===== config.mk =====
export PLATFORM = sky130hd
export DESIGN_NAME = cmbcp_queue
export DESIGN_NICKNAME = d
export VERILOG_FILES = /design/src/design/cmbcp_pkg.sv /design/src/design/cmbcp_queue.sv
export SDC_FILE = /design/constraint.sdc
export NUM_CORES = 1
export LEC_CHECK = 0
export BUFFER_PORTS_ARGS = -buffer_cell sky130_fd_sc_hd__buf_2
export CORE_MARGIN = 4
export CORE_UTILIZATION = 30
export CTS_CLUSTER_SIZE = 16
export DETAILED_ROUTE_END_ITERATION = 8
export PLACE_DENSITY = 0.58
export SLEW_MARGIN = 5
export SYNTH_ARGS = -nofsm -noshare
export SYNTH_HDL_FRONTEND = slang
export SYNTH_SLANG_ARGS = --single-unit

===== constraint.sdc =====
create_clock -name clk -period 3.8 [get_ports clk]
set_input_delay 0.76 -clock clk [delete_from_list [all_inputs] [get_ports clk]]
set_output_delay 0.76 -clock clk [all_outputs]
set_load 0.05 [all_outputs]

===== src/design/cmbcp_pkg.sv =====
// shared constants, types and codes of the colour-match braille cell packer
// no dependencies; imported by every module of the block
package cmbcp_pkg;

  localparam int MAX_WIDTH    = 1024;
  localparam int MAX_HEIGHT   = 4096;
  localparam int CELL_COLUMNS = (MAX_WIDTH + 1) / 2;

  localparam int WIDTH_REG_W  = 11;
  localparam int HEIGHT_REG_W = 13;
  localparam int COLOR_W      = 8;
  localparam int SENS_W       = 9;
  localparam int GLYPH_W      = 14;
  localparam int DOTS_W       = 8;

  localparam int COL_W  = $clog2(MAX_WIDTH);
  localparam int ROW_W  = $clog2(MAX_HEIGHT);
  localparam int CELL_W = $clog2(CELL_COLUMNS);

  // compare widths wide enough for both a counter and a size register
  localparam int XCMP_W = ((COL_W > WIDTH_REG_W) ? COL_W : WIDTH_REG_W) + 1;
  localparam int YCMP_W = ((ROW_W > HEIGHT_REG_W) ? ROW_W : HEIGHT_REG_W) + 1;

  localparam int SQ_W     = 2 * COLOR_W;
  localparam int DIST_W   = SQ_W + 2;
  localparam int SENSQ_W  = 2 * SENS_W;

  localparam int CFG_INDEX_W = 3;
  localparam int CFG_DATA_W  = HEIGHT_REG_W;

  localparam int IN_TDATA_W  = 3 * COLOR_W;
  localparam int OUT_TDATA_W = ((GLYPH_W + 7) / 8) * 8;

  localparam logic [GLYPH_W-1:0] GLYPH_BASE = GLYPH_W'(14'h2800);

  localparam int QUEUE_DEPTH = 4;
  localparam int QPTR_W      = $clog2(QUEUE_DEPTH);

  typedef enum logic [CFG_INDEX_W-1:0] {
    CFG_IMAGE_WIDTH  = 3'd0,
    CFG_IMAGE_HEIGHT = 3'd1,
    CFG_TARGET_RED   = 3'd2,
    CFG_TARGET_GREEN = 3'd3,
    CFG_TARGET_BLUE  = 3'd4,
    CFG_SENSITIVITY  = 3'd5
  } cfg_index_t;

  // one classified pixel, as handed from the front to the back
  typedef struct packed {
    logic [CELL_W-1:0] cell_col;
    logic [DOTS_W-1:0] mask;
    logic              done;
    logic              line_end;
    logic              image_end;
  } cell_op_t;

endpackage


===== src/design/cmbcp_queue.sv =====
// short queue of classified pixels between the front and the back
// depends on cmbcp_pkg
module cmbcp_queue import cmbcp_pkg::*; (
  input  logic     clk,
  input  logic     rst,
  input  logic     push_valid,
  output logic     push_ready,
  input  cell_op_t push_data,
  output logic     pop_valid,
  input  logic     pop_ready,
  output cell_op_t pop_data
);

  cell_op_t          slots [QUEUE_DEPTH];
  logic [QPTR_W-1:0] wr_ptr;
  logic [QPTR_W-1:0] rd_ptr;
  logic [QPTR_W:0]   fill;
  logic              push, pop;

  assign push_ready = fill != (QPTR_W+1)'(QUEUE_DEPTH);
  assign pop_valid  = fill != '0;
  assign pop_data   = slots[rd_ptr];
  assign push       = push_valid && push_ready;
  assign pop        = pop_valid && pop_ready;

  always_ff @(posedge clk) begin
    if (rst) begin
      wr_ptr <= '0;
      rd_ptr <= '0;
      fill   <= '0;
    end else begin
      if (push) begin
        wr_ptr <= (wr_ptr == QPTR_W'(QUEUE_DEPTH - 1)) ? '0 : QPTR_W'(wr_ptr + QPTR_W'(1));
      end
      if (pop) begin
        rd_ptr <= (rd_ptr == QPTR_W'(QUEUE_DEPTH - 1)) ? '0 : QPTR_W'(rd_ptr + QPTR_W'(1));
      end
      if (push && !pop) begin
        fill <= fill + (QPTR_W+1)'(1);
      end else if (pop && !push) begin
        fill <= fill - (QPTR_W+1)'(1);
      end
    end
  end

  always_ff @(posedge clk) begin
    if (push) begin
      slots[wr_ptr] <= push_data;
    end
  end

endmodule


### Word level (Yosys, flattened, before mapping)

Memory sizes are Yosys's and may differ from the RTL's. A register that Yosys moved wholly into a read port is not among the register bits.
Index checks and enable logic that the tools add are counted.

| word-level totals | value |
|---|---|
| flip-flop bits (word level) | 7 |
| bits in writable memories | 80 |
| memories | 1 |

Memories:

| name | words | bits a word | rd ports | clocked after Yosys merged registers in | write ports | line | RTL |
|---|---|---|---|---|---|---|---|
| slots | 4 | 20 | 1 | 1 | 1 | cmbcp_queue.sv:14 | `cell_op_t slots [QUEUE_DEPTH];` |

| cells by class | value |
|---|---|
| add/sub/neg operators | 4 |
| equality and inequality tests | 3 |
| multiplexer cells | 8 |
| reductions and logical operators | 8 |

Operators by type and width:

| cell | count |
|---|---|
| $mux W2 | 4 |
| $mux W3 | 2 |
| $add A2 B1 Y2 const B | 2 |
| $eq A2 B2 Y1 const B | 2 |
| $logic_and A1 B1 Y1 | 4 |
| $add A3 B1 Y3 const B | 1 |
| $ne A3 B3 Y1 const B | 1 |
| $reduce_bool A3 Y1 | 1 |
| $sub A3 B1 Y3 const B | 1 |
| $logic_not A1 Y1 | 2 |
| $mux W1 | 2 |
| $reduce_bool A2 Y1 | 1 |

### Logic depth before layout (Yosys ltp)

| depth | value |
|---|---|
| depth after elaboration | 6 |
| mapped depth | 9 |

### Worst setup path before layout

No wires, ideal clock.

| timing | value |
|---|---|
| path type | reg2reg |
| start point | reg fill[0] |
| end point | reg fill[2] |
| setup time | 70 ps |
| arrival | 2295 ps |
| data required time | 3730 ps |
| slack | 1435 ps |
| stages on the path, launching flop included | 10 |
| buffers on the path | 1 |
| period minus slack after synthesis | 2365 ps |
| cells stage by stage | dfxtp_1 or3b_1 clkbuf_2 and2_4 ha_1 inv_1 fa_1 xor2_1 or3_2 a21oi_1 |

| between the ends | value |
|---|---|
| longest elaborated chain between the ends | 5 |

RTL lines:

| item | line | RTL |
|---|---|---|
| from (decl) | cmbcp_queue.sv:17 | `logic [QPTR_W:0] fill;` |
| from (signal assigned) | cmbcp_queue.sv:39 | `fill <= fill + (QPTR_W+1)'(1);` |
| from (signal assigned) | cmbcp_queue.sv:41 | `fill <= fill - (QPTR_W+1)'(1);` |
| $ne A3 B3 Y1 (*) | cmbcp_queue.sv:20 | `assign push_ready = fill != (QPTR_W+1)'(QUEUE_DEPTH);` |
| net push_ready | cmbcp_queue.sv:7 | `output logic push_ready,` |
| $logic_and A1 B1 Y1 (*) | cmbcp_queue.sv:23 | `assign push = push_valid && push_ready;` |
| net push | cmbcp_queue.sv:18 | `logic push, pop;` |
| $logic_not A1 Y1 | cmbcp_queue.sv:40 | `end else if (pop && !push) begin` |
| $logic_and A1 B1 Y1 | cmbcp_queue.sv:40 |  |
| $reduce_bool A2 Y1 (no line) | -- |  |

The timed path passes the listed nets; every way through them passes the cells marked *. The select of a mux whose other input is x is not followed.
A chain may end at the register's enable or synchronous reset.

==> results by group <==
Status
  • Status: finished clean

Global route
  • First-pass GRT wire length: 8980 µm
  • Largest net degree at the start of global routing: 21
  • Initial antenna violation count: 0
  • Total gr overflow: 0
  • Vias in the first global route: 1593
  • Total global-route track usage: 9.51%

Power
  • Peak VDD IR: 0.000404 V
  • Cell Pwr Density: 692 mW/mm²
  • P_leak: 1.34 nW
  • Tot Pwr: 0.00271 W

STA
  • Worst Skew: 0.0108 ns
  • Slew Viols, Final: 0
  • Worst-margin pin slew: 0.769 ns
  • Setup Total Neg Slack: 0 ns
  • Final setup viols: 0
  • Min cycle time layout: 2.78 ns
  • Final Hold Vio Count: 0
  • F_max: 360 MHz
  • RSZ-0062 raised after global routing: false
  • Period utilization: 73.2%
  • Slew HR: 48.7%

Detailed routing
  • Routed Antenna Nets: 0
  • WL/cell: 16.7 µm
  • Routed WL: 5780 µm
  • Initial DRC count: 58
  • Via/cell ratio: 4.45
  • Vias: 1543
  • DR DRC count: 0
  • Drt pass-1 iters: 4

Worst setup path
  • R2R cell count: 7
  • Crit-path slowest cell: dfxtp_2
  • R2R Setup Slk: 1.42 ns
  • CP max stage delay: 0.84 ns
  • Startpoint types: flip-flop
  • Max Fanout on Critical Path: 20
  • CP required: 3.04 ns
  • Worst Setup EP: pop_data[18]
  • CP endpoint kind: output port
  • Worst R2R Start: fill[0]
  • Reg-to-reg endpoint: fill[2]
  • Class of the most critical setup path: flip-flop to output port
  • CP cell instances: mux4_2 -> buf_2
  • Critical path arrival: 2.02 ns

CTS
  • Hold_buf cts: 0
  • TritonCTS Buffers: 9
  • PostCTS Resize Cnt: 0
  • CTS Buffer Depth: 2
  • CTS tree: done
  • Clk root buf: clkbuf_8
  • H-tree depth: 3
  • Clk pin slew, worst setup/hold paths: 0.08 ns
  • Worst-Skew Late Latency: 0.35 ns
  • Post-CTS setup repair buffer count: 0
  • CTS sink count: 89

Synth
  • Syn Area/Cell: 22.1 µm²
  • Syn_nets: 183
  • Yosys cell types: 25
  • Seq/Total Area, Yosys: 77.0%
  • Post-Syn Instances: 152
  • Yosys warns: 0
  • Post-Syn Area: 0.00335 mm²
  • #FFs+latches synth: 89

Final layout
  • Register Area: 0.00258 mm²
  • Share of layout cells above drive strength 1: 42.5%
  • Layout area overhead: 17.0%
  • Ant. Diodes: 0
  • Final nets: 234
  • Layout filler cell count: 999
  • Area of the multi-input gates: 734 µm²

Floorplanning
  • Chip height: 114 µm
  • Core footprint: 0.0109 mm²
  • Die area: 0.0129 mm²
  • Initial core utilization: 30.8%
  • FP Rows: 38
  • DIE WIDTH: 114 µm
  • IO Pins: 46

Job
  • Maxcap violations: 0

Placed design
  • Placer Congestion: 0.673
  • Buffers added on ports: 45

Min path
  • Worst min-delay path category: flip-flop to flip-flop
cells in the mapped netlist:
cell       n  area (µm²)
ha_1       6        75.1
and3_2     4        30.0
o31ai_2    1        12.5
clkbuf_2   1        5.00
xor2_1     2        17.5
buf_2      2        10.0
o31ai_1    1        7.51
fa_1       1        20.0
inv_1      3        11.3
dfxtp_1    9         180
mux2i_1    3        30.0
edfxtp_1  80        2400
or3b_1     1        8.76
nand2b_1   2        12.5
clkbuf_1   3        11.3
a21oi_1    2        10.0
o21ai_0    1        5.00
nor2_1     3        11.3
mux4_2    20         450
or3_1      1        6.26
nand2_1    1        3.75
nor3_1     1        5.00
or3_2      2        15.0
and2_4     1        8.76
nand3_1    1        5.00
through the flow:
step | cell area, µm² | std cells | util [%] | hold slack, ns | worst slack (ns)
floorplan | 3350 | 152 | - | 0.463 | 1.44
global placement | 3740 | 332 | 34.3 | 0.471 | 1.31
detailed placement | 3740 | 332 | 34.3 | 0.475 | 1.31
CTS | 3920 | 347 | 36.0 | 0.492 | 0.923
global route | 3920 | 347 | 36.0 | 0.510 | 0.862
finish | 3920 | 347 | 36.0 | 0.494 | 1.02
routing by layer:
| layer | track usage, % | share of wire (%) |
|---|---|---|
| met1 | 12.1 | 45 |
| met2 | 14.6 | 48 |
| met3 | 2.71 | 5.1 |
| met4 | 5.29 | 1.9 |
| met5 | 0 | 0 |
sequential cells by signal, indices dropped and copies added (netlist names), named ones only:
name and cells:
fill 3, slots 80, wr_ptr 2, rd_ptr 2
cells in the final DEF, fill, tap and decap left out, types with 3 or more instances in the layout:
| cell | count |
|---|---|
| ha_1 | 6 |
| mux2i_1 | 3 |
| clkbuf_8 | 9 |
| inv_1 | 3 |
| mux4_2 | 20 |
| edfxtp_1 | 80 |
| dfxtp_1 | 8 |
| buf_2 | 45 |
| and3_2 | 4 |
| nor2_1 | 3 |
critical path: cells and delay by family (launching register included):
kind                   cells  cell delay (ns)
DFF                        1             0.84
muxes                      1             0.60
buffers and inverters      1             0.23
worst min path at each step:
stage / depth (start not counted) / slack (ns) / start / endpoint
after floorplan: 2 / 0.46 / rd_ptr[0] / flip-flop
after global placement: 2 / 0.47 / rd_ptr[0] / flip-flop
after detailed placement: 2 / 0.47 / rd_ptr[0] / flip-flop
after CTS: 2 / 0.49 / rd_ptr[0] / flip-flop
after global routing: 2 / 0.51 / rd_ptr[0] / flip-flop
final: 2 / 0.49 / rd_ptr[0] / flip-flop
cell type report:
class | count | share of cell area, %
sequential | 89 | 65.8
tap | 140 | 4.46
timing repair buffer | 46 | 5.93
clock buffer | 11 | 3.35
clock inverter | 4 | 1.40
inverter | 3 | 0.287
multi-input combinational | 54 | 18.7
report_power, final:
group,total (W),leakage (nW),internal [W],switching (W)
combinational,0.000821,0.439,0.000271,0.000550
sequential,0.00127,0.808,0.00119,0.0000821
clock,0.000619,0.0896,0.000303,0.000315
cell families after synthesis:
| family | after synthesis | synth area share, % |
|---|---|---|
| XOR/XNOR | 2 | 0.522 |
| buffers and inverters | 9 | 1.12 |
| adder cells (fa/ha/maj) | 7 | 2.83 |
| AO/OA/AOI/OAI | 5 | 1.04 |
| flip-flops | 89 | 77.0 |
| AND/OR/NAND/NOR | 17 | 3.17 |
| multiplexers | 23 | 14.3 |
Power figures use the tool's default switching activity.
