<file path="config.mk">
export PLATFORM = sky130hd
export DESIGN_NAME = cmbcp_back
export DESIGN_NICKNAME = d
export VERILOG_FILES = /design/src/design/cmbcp_pkg.sv /design/src/design/cmbcp_back.sv
export SDC_FILE = /design/constraint.sdc
export NUM_CORES = 2
export LEC_CHECK = 0
export BUFFER_PORTS_ARGS = -buffer_cell sky130_fd_sc_hd__buf_2
export CORE_MARGIN = 4
export CORE_UTILIZATION = 45
export CTS_CLUSTER_SIZE = 14
export DETAILED_ROUTE_END_ITERATION = 6
export PLACE_DENSITY = 0.71
export SETUP_SLACK_MARGIN = 0.5
export SYNTH_ARGS = -nofsm -noshare
export SYNTH_HDL_FRONTEND = slang
export SYNTH_SLANG_ARGS = --single-unit
export TNS_END_PERCENT = 50
</file>
<file path="constraint.sdc">
create_clock -name clk -period 43 [get_ports clk]
set_clock_uncertainty 0.2 [all_clocks]
set_input_delay 2.15 -clock clk [delete_from_list [all_inputs] [get_ports clk]]
set_output_delay 2.15 -clock clk [all_outputs]
set_load 0.01 [all_outputs]
</file>
<file path="src/design/cmbcp_pkg.sv">
// shared constants, types and codes of the colour-match braille cell packer
// no dependencies; imported by every module of the block
package cmbcp_pkg;

  localparam int MAX_WIDTH    = 1024;
  localparam int MAX_HEIGHT   = 4096;
  localparam int CELL_COLUMNS = (MAX_WIDTH + 1) / 2;

  localparam int WIDTH_REG_W  = 11;
  localparam int HEIGHT_REG_W = 13;
  localparam int COLOR_W      = 8;
  localparam int SENS_W       = 9;
  localparam int GLYPH_W      = 14;
  localparam int DOTS_W       = 8;

  localparam int COL_W  = $clog2(MAX_WIDTH);
  localparam int ROW_W  = $clog2(MAX_HEIGHT);
  localparam int CELL_W = $clog2(CELL_COLUMNS);

  // compare widths wide enough for both a counter and a size register
  localparam int XCMP_W = ((COL_W > WIDTH_REG_W) ? COL_W : WIDTH_REG_W) + 1;
  localparam int YCMP_W = ((ROW_W > HEIGHT_REG_W) ? ROW_W : HEIGHT_REG_W) + 1;

  localparam int SQ_W     = 2 * COLOR_W;
  localparam int DIST_W   = SQ_W + 2;
  localparam int SENSQ_W  = 2 * SENS_W;

  localparam int CFG_INDEX_W = 3;
  localparam int CFG_DATA_W  = HEIGHT_REG_W;

  localparam int IN_TDATA_W  = 3 * COLOR_W;
  localparam int OUT_TDATA_W = ((GLYPH_W + 7) / 8) * 8;

  localparam logic [GLYPH_W-1:0] GLYPH_BASE = GLYPH_W'(14'h2800);

  localparam int QUEUE_DEPTH = 4;
  localparam int QPTR_W      = $clog2(QUEUE_DEPTH);

  typedef enum logic [CFG_INDEX_W-1:0] {
    CFG_IMAGE_WIDTH  = 3'd0,
    CFG_IMAGE_HEIGHT = 3'd1,
    CFG_TARGET_RED   = 3'd2,
    CFG_TARGET_GREEN = 3'd3,
    CFG_TARGET_BLUE  = 3'd4,
    CFG_SENSITIVITY  = 3'd5
  } cfg_index_t;

  // one classified pixel, as handed from the front to the back
  typedef struct packed {
    logic [CELL_W-1:0] cell_col;
    logic [DOTS_W-1:0] mask;
    logic              done;
    logic              line_end;
    logic              image_end;
  } cell_op_t;

endpackage

</file>
<file path="src/design/cmbcp_back.sv">
// back end: per-column cell store with read-modify-write, glyph output register
// depends on cmbcp_pkg
module cmbcp_back import cmbcp_pkg::*; (
  input  logic               clk,
  input  logic               rst,
  input  logic               op_valid,
  output logic               op_ready,
  input  cell_op_t           op,
  output logic               clearing,
  output logic               out_valid,
  input  logic               out_ready,
  output logic [GLYPH_W-1:0] out_glyph,
  output logic               out_line_end,
  output logic               out_image_end
);

  logic [DOTS_W-1:0] cell_dots [CELL_COLUMNS];
  logic [CELL_W-1:0] clr_addr;

  logic              b_valid;
  cell_op_t          b_op;
  logic [DOTS_W-1:0] b_rdata;
  logic              b_fwd_hit;
  logic [DOTS_W-1:0] b_fwd_data;

  logic              out_free, b_leave, advance;
  logic [DOTS_W-1:0] merged;
  logic              we;
  logic [CELL_W-1:0] waddr;
  logic [DOTS_W-1:0] wdata;

  assign out_free = !out_valid || out_ready;
  assign b_leave  = b_valid && (!b_op.done || out_free);
  assign advance  = op_valid && !clearing && (!b_valid || b_leave);
  assign op_ready = advance;

  // the store read happens as the op enters, a write in that same cycle is forwarded
  assign merged = (b_fwd_hit ? b_fwd_data : b_rdata) | b_op.mask;
  assign we     = clearing || b_leave;
  assign waddr  = clearing ? clr_addr : b_op.cell_col;
  assign wdata  = (clearing || b_op.done) ? '0 : merged;

  always_ff @(posedge clk) begin
    if (we) begin
      cell_dots[waddr] <= wdata;
    end
    if (advance) begin
      b_rdata <= cell_dots[op.cell_col];
    end
  end

  always_ff @(posedge clk) begin
    if (advance) begin
      b_op       <= op;
      b_fwd_hit  <= we && (waddr == op.cell_col);
      b_fwd_data <= wdata;
    end
  end

  always_ff @(posedge clk) begin
    if (rst) begin
      clearing <= 1'b1;
      clr_addr <= '0;
    end else if (clearing) begin
      clr_addr <= CELL_W'(clr_addr + CELL_W'(1));
      if (clr_addr == CELL_W'(CELL_COLUMNS - 1)) begin
        clearing <= 1'b0;
      end
    end
  end

  always_ff @(posedge clk) begin
    if (rst) begin
      b_valid <= 1'b0;
    end else if (advance) begin
      b_valid <= 1'b1;
    end else if (b_leave) begin
      b_valid <= 1'b0;
    end
  end

  always_ff @(posedge clk) begin
    if (rst) begin
      out_valid <= 1'b0;
    end else if (b_leave && b_op.done) begin
      out_valid <= 1'b1;
    end else if (out_ready) begin
      out_valid <= 1'b0;
    end
  end

  always_ff @(posedge clk) begin
    if (b_leave && b_op.done) begin
      out_glyph     <= GLYPH_BASE + GLYPH_W'(merged);
      out_line_end  <= b_op.line_end;
      out_image_end <= b_op.image_end;
    end
  end

endmodule

</file>
=== Word-level counts from Yosys, hierarchy flattened ===
Memories as Yosys holds them, arrays and structs flattened. A register that Yosys moved wholly into a read port is not among the register bits.
Index checks and enable logic that the tools add are counted.

* Equality and inequality tests: 2
* Multiplexer cells: 11
* Reduce and logical (&&, ||, !) cells: 16
* Add/subtract/negate cells: 2
* Bitwise logic cells: 1

{| class="wikitable"
|+ Operator list
! cell !! count
|-
| $mux W8 || 2
|-
| $add A14 B8 Y14 const A || 1
|-
| $add A9 B1 Y9 const B || 1
|-
| $eq A9 B9 Y1 || 1
|-
| $eq A9 B9 Y1 const B || 1
|-
| $mux W9 || 1
|-
| $mux W1 || 8
|-
| $or A8 B8 Y8 || 1
|-
| $logic_and A1 B1 Y1 || 5
|-
| $logic_or A1 B1 Y1 || 5
|-
| $logic_not A1 Y1 || 4
|-
| $reduce_bool A2 Y1 || 2
|}

* Input port bits: 24
* Memories: 1
* Word-level logic and storage cells: 47
* Register bits: 57
* Output and inout bits: 19
* Memory bits (writable): 4,096

{| class="wikitable"
|+ Memories
! memory !! depth !! bits a word !! rd ports !! clocked after Yosys merged registers in !! wr ports !! line !! RTL
|-
| cell_dots || 512 || 8 || 1 || 1 || 1 || cmbcp_back.sv:17 || <nowiki>logic [DOTS_W-1:0] cell_dots [CELL_COLUMNS];</nowiki>
|}

=== Depth between registers and ports, before layout ===
* Depth after elaboration: 7
* Depth in mapped cells: 14
* Gate-level depth less buffers: 7

=== Worst setup path before layout ===
OpenSTA, ideal clock, no wires.

* Path kind: reg2reg
* From: reg b_fwd_hit
* To: reg b_fwd_data[5], data pin
* Buffers on the path: 1
* Clock period less this slack: 16.329 ns
* Data arrival time: 13.401 ns
* Cell stages (with the launch flop): 5
* Setup slack: 26.671 ns
* Data required time: 40.072 ns
* Library setup time: 2.728 ns
* Cells stage by stage: edfxtp_1 > clkbuf_1 > nor2b_1 > a211o_1 > nor2b_1

* Word-level cells in the longest chain between the ends: 3

{| class="wikitable"
|+ RTL lines
! element !! line !! RTL
|-
| start, declared || cmbcp_back.sv:23 || <nowiki>logic b_fwd_hit;</nowiki>
|-
| start signal, assigned || cmbcp_back.sv:55 || <nowiki>b_fwd_hit <= we && (waddr == op.cell_col);</nowiki>
|-
| $mux W8 || cmbcp_back.sv:38 || <nowiki>assign merged = (b_fwd_hit ? b_fwd_data : b_rdata) | b_op.mask;</nowiki>
|-
| $or A8 B8 Y8 || cmbcp_back.sv:38 ||
|-
| named net merged[5] || cmbcp_back.sv:27 || <nowiki>logic [DOTS_W-1:0] merged;</nowiki>
|-
| $mux W8 || cmbcp_back.sv:41 || <nowiki>assign wdata = (clearing || b_op.done) ? '0 : merged;</nowiki>
|-
| named net wdata[5] || cmbcp_back.sv:30 || <nowiki>logic [DOTS_W-1:0] wdata;</nowiki>
|-
| end signal, assigned || cmbcp_back.sv:56 || <nowiki>b_fwd_data <= wdata;</nowiki>
|-
| end, declared || cmbcp_back.sv:24 || <nowiki>logic [DOTS_W-1:0] b_fwd_data;</nowiki>
|}

The timed path passes the listed nets, and every way through them passes these cells.
A chain may end at the register's enable or synchronous reset.

==> flow_metrics.env <==
export IMPL_syn_mean_instance_area_um2=19.6
export IMPL_period_share=0.215
export IMPL_globalplace_congestion=0.886
export IMPL_antenna_left=0
export IMPL_numCtsBuffers=393
export IMPL_timing_hold_violations_final=0
export IMPL_antenna_violations_before_repair=25
export IMPL_drtIter0Drc=13200
export IMPL_clock_sink_count=4155
export IMPL_end_kind="register"
export IMPL_fp_dieW_um=612
export IMPL_pre_cts_slack_ns=32.93
export IMPL_seq_area_frac_synth=0.760
export IMPL_wl_mm=443
export IMPL_setup_violations=0
export IMPL_worst_setup_hold_path_clk_slew_ns=0.06
export IMPL_cts_post_setup_buffers_inserted=0
export IMPL_register_area_um2=125000
export IMPL_synth_enable_flop_cells=4143
export IMPL_r2r_end="cell_dots[182][4]"
export IMPL_post_route_util=0.498
export IMPL_row_count=221
export IMPL_rrSetupSlack_ns=37.68
export IMPL_ios=43
export IMPL_dr_max_layer_used="met5"
export IMPL_total_leakage_power_nw=61.9
export IMPL_clock_fmax_mhz=108
export IMPL_ys_seq_elements=4155
export IMPL_min_delay_path_depth=0
export IMPL_vdd_ir_drop_max_mv=0.0393
export IMPL_required_ns=43.57
export IMPL_cts_root_buf="clkbuf_16"
export IMPL_nFillCells=28400
export IMPL_worst_setup_path_type="in -> reg"
export IMPL_cts_hold_buffers=0
export IMPL_hold_start="b_op[0]"
export IMPL_run_status="finished clean"
export IMPL_tmin_final_ns=9.24
export IMPL_synthCells=8372
export IMPL_wl_met3_mm=53.1
export IMPL_wire_length_on_met1_mm=160
export IMPL_drive_gt1_frac=0.177
export IMPL_via_count=86500
export IMPL_reg2reg_from="clearing"
export IMPL_postLayoutSetupSlackWorst_ns=33.76
export IMPL_total_die_area_um2=374000
export IMPL_initial_utilization=0.452
export IMPL_cts_tree="yes"
export IMPL_syn_area_um2=164000
export IMPL_final_max_slew_viol_count=0
export IMPL_maxCapViolCount=0
export IMPL_synth_flop_cell="edfxtp_1"
export IMPL_netlist_cell_type_count=93
export IMPL_maximum_number_of_pins_on_one_net_before_global_route_repair=233
export IMPL_clock_tree_htree_level_count=5
export IMPL_portBuffers=36
export IMPL_syn_to_final_growth_pct=10.1
export IMPL_multi_input_area_um2=35800
export IMPL_pwr_density_cell_nw_per_um2=44.8
export IMPL_dpl_hpwl_mm=262
export IMPL_first_global_vias=85500
export IMPL_worst_hold_path_endpoint="out_image_end"
export IMPL_worst_path_max_fanout=88
export IMPL_finalSetupTns_ns=0
export IMPL_max_slew_margin=0.0495
export IMPL_clock_tree_buffer_depth=4
export IMPL_cp_start_kind="input port"
export IMPL_grt_total_usage=0.232
export IMPL_postSynth_asyncResetShare=0
export IMPL_reg2regPathDepth=7
export IMPL_detail_route_wl_per_cell_um=32.6
export IMPL_die_height_um=612
export IMPL_global_route_overflow_total=0
export IMPL_clock_latency_at_the_later_pin_of_the_worst_skew_pair_ns=0.92
export IMPL_viasPerCell=6.37
export IMPL_route_detailed_drc=0
export IMPL_grt_setup_unrepaired="false"
export IMPL_holdCritPathClass="reg -> reg"
export IMPL_yosysWarnings=0
export IMPL_cp_data_arrival_time_ns=9.81
export IMPL_global_route_wire_length_before_repair_mm=631
export IMPL_core_area_um2=363000
export IMPL_cts_repair_resized=0
export IMPL_tightestPinTransition_ns=1.41
export IMPL_met2_wl_mm=205
export IMPL_final_net_count=8489
export IMPL_drtPass1Iterations=6
power breakdown:
group	internal [mW]	switching [mW]
clock network	1.91	1.47
logic	0.110	0.221
registers	4.39	0.00102
cell usage in the layout, fill, tap and decap left out, types with 24 or more instances in the layout:
cell / synthesis / layout
a211oi_1: 53 / 52
a21oi_1: 171 / 171
a221oi_1: 24 / 24
a31oi_1: 31 / 29
and2_1: 26 / 25
buf_2: 94 / 31
buf_4: 38 / 173
bufinv_16: 0 / 34
clkbuf_1: 209 / 82
clkbuf_16: 0 / 400
clkinv_1: 1 / 82
clkinv_2: 0 / 74
edfxtp_1: 4143 / 4143
mux2_2: 45 / 45
mux2i_1: 721 / 721
mux4_2: 658 / 658
nand2_1: 192 / 176
nand3_1: 57 / 57
nand4_1: 37 / 37
nor2_1: 679 / 676
nor3_1: 116 / 114
nor4_1: 35 / 31
o21ai_0: 110 / 109
o221ai_1: 219 / 218
o22ai_1: 191 / 191
layout make-up:
class	instances	area share
Multi-Input combinational cell	3675	0.198
Inverter	13	0.000353
Timing Repair Buffer	225	0.0102
Clock buffer	487	0.0575
Clock inverter	208	0.0107
Tap cell	4794	0.0332
Antenna cell	23	0.000319
Sequential cell	4155	0.690
metrics by stage:
stage	cells	total power [mW]	area, um^2	hold WS [ns]
final	13600	8.10	181000	0.220
after global routing	13600	8.30	181000	0.228
after CTS	13600	8.12	181000	0.221
after detailed placement	12900	4.80	168000	0.206
after global placement	12900	4.80	168000	0.201
after floorplan	8376	4.69	164000	0.200
critical path, cell delays in order:
cell	delay, ns
buf_12	0.43
buf_4	0.73
buf_4	0.67
buf_4	0.83
buf_4	0.65
buf_4	0.74
buf_4	0.76
mux2i_1	0.18
o221ai_1	0.31
a21oi_1	0.14
a2111oi_0	1.02
nand4_1	0.43
nand3_1	0.22
and4_1	0.19
logic make-up after synthesis:
family	after synthesis	share of synthesized area
compound gates	954	0.0407
xor+xnor	17	0.000908
fa+ha+maj	2	0.000153
buf+inv	546	0.0240
flops	4155	0.760
mux	1449	0.141
other cells	2	0.0000458
simple gates	1247	0.0337
metal layers:
metal	GRT usage	up-vias
met4	0.117	24
li1	-	34700
met3	0.0566	1128
met1	0.312	44800
met5	0	-
met2	0.356	5898
flip-flops by register name, indices dropped and copies added, names as in the netlist:
| signal | count |
|---|---|
| cell_dots | 4096 |
| b_op | 20 |
| clr_addr | 9 |
| b_fwd_data | 8 |
| b_rdata | 8 |
| out_glyph | 8 |
| b_fwd_hit | 1 |
| b_valid | 1 |
| clearing | 1 |
| out_image_end | 1 |
| out_line_end | 1 |
| out_valid | 1 |
worst max path at each step:
stage	startpoint	to	slack [ns]	depth (start not counted)
finish	op[11]	b_rdata[4]	33.76	14
global route	op[11]	b_rdata[4]	33.40	14
floorplan	b_fwd_hit	b_fwd_data[5]	26.67	4
detailed placement	op[11]	b_rdata[4]	32.93	14
global placement	op[11]	b_rdata[4]	32.96	14
CTS	op[11]	b_rdata[4]	33.86	14
synthesized netlist by cell type (24+ instances only):
cell type,n,area share
mux2_2,45,0.0031
o221ai_1,219,0.012
buf_8,31,0.0028
a31oi_1,31,0.0012
mux4_2,658,0.090
buf_2,94,0.0029
buf_4,38,0.0017
nand2_1,192,0.0044
buf_1,35,0.00080
a221oi_1,24,0.0013
nand4_1,37,0.0014
nor3_1,116,0.0035
o21ai_0,110,0.0034
a21oi_1,171,0.0052
nor2b_1,27,0.0010
edfxtp_1,4143,0.76
nor2_1,679,0.016
nor4_1,35,0.0013
mux2i_1,721,0.044
buf_6,79,0.0054
a211oi_1,53,0.0024
clkbuf_1,209,0.0048
o22ai_1,191,0.0073
and2_1,26,0.00099
nand3_1,57,0.0017
buf_12,40,0.0049
No activity file was read; power rests on OpenSTA's default activity.
