<file path="config.mk">
export PLATFORM = sky130hd
export DESIGN_NAME = cmbcp_front
export DESIGN_NICKNAME = d
export VERILOG_FILES = /design/src/design/cmbcp_pkg.sv /design/src/design/cmbcp_front.sv
export SDC_FILE = /design/constraint.sdc
export NUM_CORES = 1
export LEC_CHECK = 0
export BUFFER_PORTS_ARGS = -buffer_cell sky130_fd_sc_hd__buf_2
export CORE_MARGIN = 2
export CORE_UTILIZATION = 55
export CTS_BUF_LIST = sky130_fd_sc_hd__clkbuf_16
export DETAILED_ROUTE_END_ITERATION = 6
export PLACE_DENSITY_LB_ADDON = 0.25
export SLEW_MARGIN = 20
export SYNTH_ARGS = -nofsm -noshare
export SYNTH_HDL_FRONTEND = slang
export SYNTH_SLANG_ARGS = --single-unit
</file>
<file path="constraint.sdc">
create_clock -name clk -period 7.75 [get_ports clk]
set_clock_uncertainty 0.05 [all_clocks]
set_input_delay 1.1625 -clock clk [delete_from_list [all_inputs] [get_ports clk]]
set_output_delay 1.1625 -clock clk [all_outputs]
set_load 0.02 [all_outputs]
</file>
<file path="src/design/cmbcp_pkg.sv">
// shared constants, types and codes of the colour-match braille cell packer
// no dependencies; imported by every module of the block
package cmbcp_pkg;

  localparam int MAX_WIDTH    = 1024;
  localparam int MAX_HEIGHT   = 4096;
  localparam int CELL_COLUMNS = (MAX_WIDTH + 1) / 2;

  localparam int WIDTH_REG_W  = 11;
  localparam int HEIGHT_REG_W = 13;
  localparam int COLOR_W      = 8;
  localparam int SENS_W       = 9;
  localparam int GLYPH_W      = 14;
  localparam int DOTS_W       = 8;

  localparam int COL_W  = $clog2(MAX_WIDTH);
  localparam int ROW_W  = $clog2(MAX_HEIGHT);
  localparam int CELL_W = $clog2(CELL_COLUMNS);

  // compare widths wide enough for both a counter and a size register
  localparam int XCMP_W = ((COL_W > WIDTH_REG_W) ? COL_W : WIDTH_REG_W) + 1;
  localparam int YCMP_W = ((ROW_W > HEIGHT_REG_W) ? ROW_W : HEIGHT_REG_W) + 1;

  localparam int SQ_W     = 2 * COLOR_W;
  localparam int DIST_W   = SQ_W + 2;
  localparam int SENSQ_W  = 2 * SENS_W;

  localparam int CFG_INDEX_W = 3;
  localparam int CFG_DATA_W  = HEIGHT_REG_W;

  localparam int IN_TDATA_W  = 3 * COLOR_W;
  localparam int OUT_TDATA_W = ((GLYPH_W + 7) / 8) * 8;

  localparam logic [GLYPH_W-1:0] GLYPH_BASE = GLYPH_W'(14'h2800);

  localparam int QUEUE_DEPTH = 4;
  localparam int QPTR_W      = $clog2(QUEUE_DEPTH);

  typedef enum logic [CFG_INDEX_W-1:0] {
    CFG_IMAGE_WIDTH  = 3'd0,
    CFG_IMAGE_HEIGHT = 3'd1,
    CFG_TARGET_RED   = 3'd2,
    CFG_TARGET_GREEN = 3'd3,
    CFG_TARGET_BLUE  = 3'd4,
    CFG_SENSITIVITY  = 3'd5
  } cfg_index_t;

  // one classified pixel, as handed from the front to the back
  typedef struct packed {
    logic [CELL_W-1:0] cell_col;
    logic [DOTS_W-1:0] mask;
    logic              done;
    logic              line_end;
    logic              image_end;
  } cell_op_t;

endpackage

</file>
<file path="src/design/cmbcp_front.sv">
// front end: pixel position tracking, dot selection and pipelined colour match
// depends on cmbcp_pkg
module cmbcp_front import cmbcp_pkg::*; (
  input  logic                    clk,
  input  logic                    rst,
  input  logic [WIDTH_REG_W-1:0]  image_width,
  input  logic [HEIGHT_REG_W-1:0] image_height,
  input  logic [COLOR_W-1:0]      target_red,
  input  logic [COLOR_W-1:0]      target_green,
  input  logic [COLOR_W-1:0]      target_blue,
  input  logic [SENS_W-1:0]       sensitivity,
  input  logic                    hold,
  input  logic                    in_valid,
  output logic                    in_ready,
  input  logic [COLOR_W-1:0]      red,
  input  logic [COLOR_W-1:0]      green,
  input  logic [COLOR_W-1:0]      blue,
  output logic                    op_valid,
  input  logic                    op_ready,
  output cell_op_t                op
);

  logic [COL_W-1:0] column_count;
  logic [ROW_W-1:0] row_count;

  logic [XCMP_W-1:0] w;
  logic [YCMP_W-1:0] h;
  logic [COL_W-1:0]  xs;
  logic [ROW_W-1:0]  ys;
  logic              last_col;
  logic              last_row;
  cell_op_t          info;

  logic             f1_valid;
  cell_op_t         f1_info;
  logic [COLOR_W-1:0] dr, dg, db;
  logic             f2_valid;
  cell_op_t         f2_info;
  logic [SQ_W-1:0]  sq_r, sq_g, sq_b;
  logic [SENSQ_W-1:0] sens_sq;
  logic [DIST_W-1:0]  dist_sq;
  logic             match;

  logic accept, f1_move, f2_move;

  function automatic logic [DOTS_W-1:0] dot_mask(input logic cx, input logic [1:0] ry);
    logic [2:0] idx;
    if (ry == 2'd3) begin
      idx = cx ? 3'd7 : 3'd6;
    end else begin
      idx = cx ? (3'({1'b0, ry}) + 3'd3) : {1'b0, ry};
    end
    return DOTS_W'(1) << idx;
  endfunction

  function automatic logic [COLOR_W-1:0] abs_diff(input logic [COLOR_W-1:0] a,
                                                  input logic [COLOR_W-1:0] b);
    return (a > b) ? (a - b) : (b - a);
  endfunction

  // zero acts as one, oversize saturates
  always_comb begin
    if (image_width == '0) begin
      w = XCMP_W'(1);
    end else if (XCMP_W'(image_width) > XCMP_W'(MAX_WIDTH)) begin
      w = XCMP_W'(MAX_WIDTH);
    end else begin
      w = XCMP_W'(image_width);
    end
    if (image_height == '0) begin
      h = YCMP_W'(1);
    end else if (YCMP_W'(image_height) > YCMP_W'(MAX_HEIGHT)) begin
      h = YCMP_W'(MAX_HEIGHT);
    end else begin
      h = YCMP_W'(image_height);
    end
  end

  // a count past the edge of a shrunk image counts as the last column or row
  always_comb begin
    xs = (XCMP_W'(column_count) >= w) ? COL_W'(w - XCMP_W'(1)) : column_count;
    ys = (YCMP_W'(row_count) >= h) ? ROW_W'(h - YCMP_W'(1)) : row_count;
    last_col = (XCMP_W'(xs) + XCMP_W'(1)) >= w;
    last_row = (YCMP_W'(ys) + YCMP_W'(1)) >= h;
    info.cell_col  = CELL_W'(xs >> 1);
    info.mask      = dot_mask(xs[0], ys[1:0]);
    info.done      = ((ys[1:0] == 2'd3) || last_row) && (xs[0] || last_col);
    info.line_end  = last_col;
    info.image_end = last_col && last_row;
  end

  assign f2_move  = f2_valid && op_ready;
  assign f1_move  = f1_valid && (!f2_valid || f2_move);
  assign in_ready = !hold && (!f1_valid || f1_move);
  assign accept   = in_valid && in_ready;

  always_ff @(posedge clk) begin
    if (rst) begin
      column_count <= '0;
      row_count    <= '0;
    end else if (accept) begin
      if (last_col) begin
        column_count <= '0;
        row_count    <= last_row ? '0 : ROW_W'(ys + ROW_W'(1));
      end else begin
        column_count <= COL_W'(xs + COL_W'(1));
        row_count    <= ys;
      end
    end
  end

  always_ff @(posedge clk) begin
    if (rst) begin
      f1_valid <= 1'b0;
      f2_valid <= 1'b0;
    end else begin
      if (accept) begin
        f1_valid <= 1'b1;
      end else if (f1_move) begin
        f1_valid <= 1'b0;
      end
      if (f1_move) begin
        f2_valid <= 1'b1;
      end else if (f2_move) begin
        f2_valid <= 1'b0;
      end
    end
  end

  always_ff @(posedge clk) begin
    if (accept) begin
      f1_info <= info;
      dr      <= abs_diff(red, target_red);
      dg      <= abs_diff(green, target_green);
      db      <= abs_diff(blue, target_blue);
    end
    if (f1_move) begin
      f2_info <= f1_info;
      sq_r    <= dr * dr;
      sq_g    <= dg * dg;
      sq_b    <= db * db;
    end
    sens_sq <= sensitivity * sensitivity;
  end

  assign dist_sq = DIST_W'(sq_r) + DIST_W'(sq_g) + DIST_W'(sq_b);
  assign match   = SENSQ_W'(dist_sq) <= sens_sq;

  always_comb begin
    op       = f2_info;
    op.mask  = match ? f2_info.mask : '0;
    op_valid = f2_valid;
  end

endmodule

</file>
Word-level counts from Yosys, hierarchy flattened
Index checks and enable logic that the tools add are counted.
Word-level totals
  register bits after elaboration: 154
  output and inout bits: 22
Cells by class
  $add $sub $neg: 15
  $mul: 4
  magnitude comparators: 10
  equal/unequal tests: 1
  shift-type cells: 1
  muxes and demuxes: 20
  reduce and logical (&&, ||, !) cells: 17
Operator list (count)
  $mul A8 B8 Y16: 3
  $sub A8 B8 Y8: 6
  $mux W12: 3
  $mux W8: 4
  $mux W13: 2
  $gt A8 B8 Y1: 3
  $mux W11: 2
  $mux W10: 2
  $add A17 B16 Y18: 1
  $le A18 B18 Y1: 1
  $mul A9 B9 Y18: 1
  $add A16 B16 Y17: 1
  $add A12 B1 Y13 const B: 1
  $ge A12 B13 Y1: 1
  $ge A13 B13 Y1: 1
  $gt A13 B13 Y1 const B: 1
  $logic_not A13 Y1: 1
  $add A12 B1 Y12 const B: 1
  $ge A10 B12 Y1: 1
  $ge A11 B12 Y1: 1
  $sub A12 B1 Y12 const B: 1
  $add A10 B1 Y11 const B: 1
  $gt A11 B11 Y1 const B: 1
  $logic_not A11 Y1: 1
  11 further kinds: 27

Longest topological paths before layout
  depth in word-level cells: 9
  gate-level depth with buffers: 31
  mapped depth without buffers: 28

Least setup slack after synthesis
Ideal clock, no wire load.
  path kind: input to register
  start point: input port image_width[5]
  end point: register column_count[8]
  arrival time: 6.931 ns
  required time: 7.640 ns
  setup slack: 0.708 ns
  cell stages on the path: 26
  cell sequence: nor4_1 a41oi_1 or2_2 inv_1 ha_1 nand2b_1 a21o_1 a211oi_1 o41a_1 a21oi_1 o21bai_1 clkbuf_1 inv_1 ha_1 nand2_1 or4b_2 a211o_1 and2_1 ha_1 and3_1 a2111o_1 nand2_1 inv_1 nor3_1 o211a_1 a311o_1
Between the ends
  longest elaborated chain between the ends: 8
RTL lines
  start: declaration: line cmbcp_front.sv:6  | input logic [WIDTH_REG_W-1:0] image_width,
  $gt A11 B11 Y1: line cmbcp_front.sv:65  | end else if (XCMP_W'(image_width) > XCMP_W'(MAX_WIDTH)) begin
  $mux W11: line cmbcp_front.sv:65
  $mux W11 *: line cmbcp_front.sv:63  | if (image_width == '0) begin
  $sub A10 B1 Y10 / $ge A10 B12 Y1 (equally long branches): line cmbcp_front.sv:81  | xs = (XCMP_W'(column_count) >= w) ? COL_W'(w - XCMP_W'(1)) : column_count;
  $mux W10: line cmbcp_front.sv:81
  $add A10 B1 Y11: line cmbcp_front.sv:83  | last_col = (XCMP_W'(xs) + XCMP_W'(1)) >= w;
  $ge A11 B12 Y1: line cmbcp_front.sv:83
  $mux W10 *: line cmbcp_front.sv:102  | if (last_col) begin
  end signal: assignment: line cmbcp_front.sv:106  | column_count <= COL_W'(xs + COL_W'(1));
  end: declaration: line cmbcp_front.sv:23  | logic [COL_W-1:0] column_count;
Mark *: on every way between the ends. The rest lies on a longest branch, timed or not.
A chain may end at the register's enable or synchronous reset.

==> key figures <==
Die
  – Top-Level Pins: between 100 and 150
  – Site row count: 65
  – Die H: about 180 um
  – Full die area: 33,700 um2
  – Starting Density: 56.06%
  – Core area: roughly 32,000 um2
  – Die W: 183.6 um

Placed design
  – GPL Wtd Cong: 0.9524
  – Placed cell areas: between 15,000 and 20,000 um2
  – Post-detail-place hpwl: 30,430 um
  – IO buf count: around 110

Min path
  – Worst hold path class: reg -> reg
  – Critical hold path startpoint: f1_info[0]$_DFFE_PP_
  – WHS Endpoint: op[0]$_DFFE_PP_
  – Hold Crit Depth: 0

Global route
  – Initial antenna violation count: 0
  – Total gr overflow: 0
  – Vias in the first global route: 13,737
  – First-pass GRT wire length: between 60,000 and 70,000 um
  – Largest net degree at the start of global routing: 66
  – GRT Total Usage: 23.69%

Clock network
  – CTS Buffer Depth: 2
  – Clock slew at reported path FFs: approximately 70 ps
  – TritonCTS buffer count: 17
  – CTS Hold Bufs: 0
  – Clock sinks: 150
  – CTS root buf: clkbuf_16
  – Clk_lat worst skew: between 400 and 500 ps
  – Post-CTS Setup Inserts: 0
  – CTS tree: built
  – Post_cts resized: 0
  – H-tree levels: 4

Final layout
  – Commonest cells after routing, fill and taps aside: inv_1 (275), ha_1 (246), fa_1 (133)
  – Cell area after layout: 19,200 um2
  – Layout cells sized above 1: 9.985%
  – Most common cell after layout, fill and taps aside: inv_1
  – Number of diodes: 0
  – Area growth syn-to-layout: 8.261%
  – Nets: 2,455
  – Util after Layout: 60.70%

Setup path
  – Slowest stage delay, CP: 640 ps
  – Crit Reg-Reg Endpoint: row_count[6]$_SDFFE_PP0P_
  – Worst r2r path cells: 22
  – CP Cell Sequence: fa_1 -> ha_1 -> fa_1 -> a21o_1 -> a21oi_1 -> nor2b_1 -> o21a_1 -> o41ai_1 -> o21ai_0 -> a211oi_1 -> nor2_1 -> ha_1 -> nand4_1 -> nor2_1 -> o31a_1 -> o21a_1 -> o211ai_1 -> nand2_1 -> o41ai_1 -> buf_2
  – CP Data Required Time: 6540 ps
  – Worst Setup Start Kind: register
  – Critical path fanouts, max: 8
  – WS Path Type: reg -> out
  – Register-to-register setup slack: 2110 ps
  – Crit-path slowest cell: o41ai_1
  – Reg2reg start: column_count[0]$_SDFFE_PP0P_
  – Worst Setup End Kind: output port
  – Crit path DAT: around 5800 ps

Route
  – Post-route ant nets: 0
  – Total routed wirelength: 38,130 um
  – Drt wl/cell: ~16 um
  – Vias post-DR: between 10,000 and 15,000
  – Pre-antenna DRT Iters: 5
  – Vias per cell: 5.720
  – Initial DRC count: ~900
  – Drt drc: 0

Synth
  – Synth Flop Type: edfxtp_1
  – Post-synth EDFFs: approximately 110
  – Syn Area/Cell: around 9.3 um2
  – Syn Nets: 2,363
  – Post-synthesis mux area share: 2.017%
  – #FFs+latches synth: 150
  – Syn Inst Count: 1,898
  – XOR/XNOR share of the synthesized area: 5.481%
  – Post-Synth Adder-Cell Area: 32.36%
  – Sequential fraction of the synthesis area: 23.08%
  – Cell Area, Synth: about 18,000 um2
  – Ys async rst share: 0%
  – Synth Area in Simple Gates: 15.80%
  – Synth Area in Compound Gates: 13.87%
  – Main combinational cell family by area after synthesis: adder cells
  – Syn. warnings: 0
  – Distinct cells, synth: 91

Timing
  – Unrepaired setup endpoints after global routing: false
  – F_max: between 100 and 150 MHz
  – Period utilization: 90.75%
  – Max-slew violation count: 0
  – Final hold vios: 0
  – Final Critical Period: 7033 ps
  – Worst-Margin Slew: ~880 ps
  – Final TNS setup: 0 ps
  – Final setup viols: 0
  – Slew HR: a little over 40%

Power and ir drop
  – Comb pwr share: 63.0%
  – Maximum vdd drop: approximately 0.19 mV
  – P_int: 3068 uW
  – Clk pwr share: about 15%
  – Sw Share: 43.53%
  – Leak: 0.009115 uW
  – Pwr/cell area: 282.9 nW/um2
  – Sequential power share: about 22%
  – Net Switching: 2365 uW

Run status
  – Status: finished, final reports clean

Run
  – Max_cap viols: 0
[kinds of logic after synthesis]
family | after synthesis
AOI/OAI and AO/OA | 364
xor gates and xnor gates | 111
buffers and inverters | 323
muxes | 34
and+or+nand+nor | 537
adders and majority gates | 379
DFF | 150
[critical path: cells and delay by family (launching register included)]
kind | cells | cell delay, ps
simple gates | 5 | 580
compound gates | 10 | 2680
buf+inv | 1 | 290
flops | 1 | 390
fa+ha+maj | 4 | 1450
[cell type report]
| class | count | area [um2] |
|---|---|---|
| clock inverters | 13 | 120.1 |
| inverters | 276 | 1036 |
| multi-input cells | 1425 | 12340 |
| well taps | 402 | 503.0 |
| clock buffers | 19 | 475.5 |
| repair buffers | 120 | 633.1 |
| fillers | 2663 | 12430 |
| flip-flops and latches | 150 | 4094 |
[flip-flops by register name (all words and copies together) (netlist names)]
| name | cells |
|---|---|
| op_valid | 1 |
| dg | 8 |
| db | 8 |
| column_count | 10 |
| dr | 8 |
| sq_g | 15 |
| sq_b | 15 |
| f2_info | 8 |
| op | 12 |
| sens_sq | 17 |
| row_count | 12 |
| sq_r | 15 |
| f1_info | 20 |
| f1_valid | 1 |
[through the flow]
| stage | total power (uW) | setup WS [ps] | hold slack, ps | std cells |
|---|---|---|---|---|
| floorplan | 3824 | 708.4 | 350.3 | 1898 |
| global placement | 4499 | 461.5 | 353.3 | 2373 |
| detailed placement | 4579 | 425.2 | 355.4 | 2373 |
| CTS | 5481 | 743.9 | 366.1 | 2405 |
| global route | 5990 | 217.9 | 370.7 | 2405 |
| finish | 5433 | 716.9 | 368.4 | 2405 |
[Yosys cell counts, types with 35 or more instances]
library cell / instances / area [um2]
a21oi_1: 105 / 525.5
o21ai_0: 60 / 300.3
nand2_1: 116 / 435.4
fa_1: 133 / 2663
xnor2_1: 84 / 735.7
nor3_1: 38 / 190.2
inv_1: 276 / 1036
nor2_1: 112 / 420.4
and2_1: 86 / 538.0
dfxtp_1: 41 / 820.8
nand3_1: 35 / 175.2
ha_1: 246 / 3078
edfxtp_1: 109 / 3273
[metal layers]
layer  global-route usage [%]  routed length [um]  part of all wire [%]
met5                        0                   0                     0
met4                    7.040                 908                   2.4
met3                    2.536                1291                   3.4
met2                    40.50               18560                    49
met1                    31.79               17370                    46
[worst max path at each step]
stage,depth (start not counted),end,start,slack [ps]
after global routing,26,row_count[8]$_SDFFE_PP0P_,image_width[2],220
final,20,op[5],sq_r[3]$_DFFE_PP_,720
after floorplan,26,column_count[8]$_SDFFE_PP0P_,image_width[5],710
after CTS,20,op[5],sq_r[3]$_DFFE_PP_,740
after detailed placement,26,row_count[6]$_SDFFE_PP0P_,image_width[5],430
after global placement,26,row_count[6]$_SDFFE_PP0P_,image_width[2],460
[power by group through the flow]
stage / registers (uW) / logic, uW / clock network, uW
global route: 1190 / 3920 / 879
floorplan: 1160 / 2670 / 0
CTS: 1180 / 3460 / 846
global placement: 1190 / 3310 / 0
finish: 1180 / 3420 / 833
detailed placement: 1190 / 3380 / 0
Note: power is estimated with default switching activity, not from simulation.
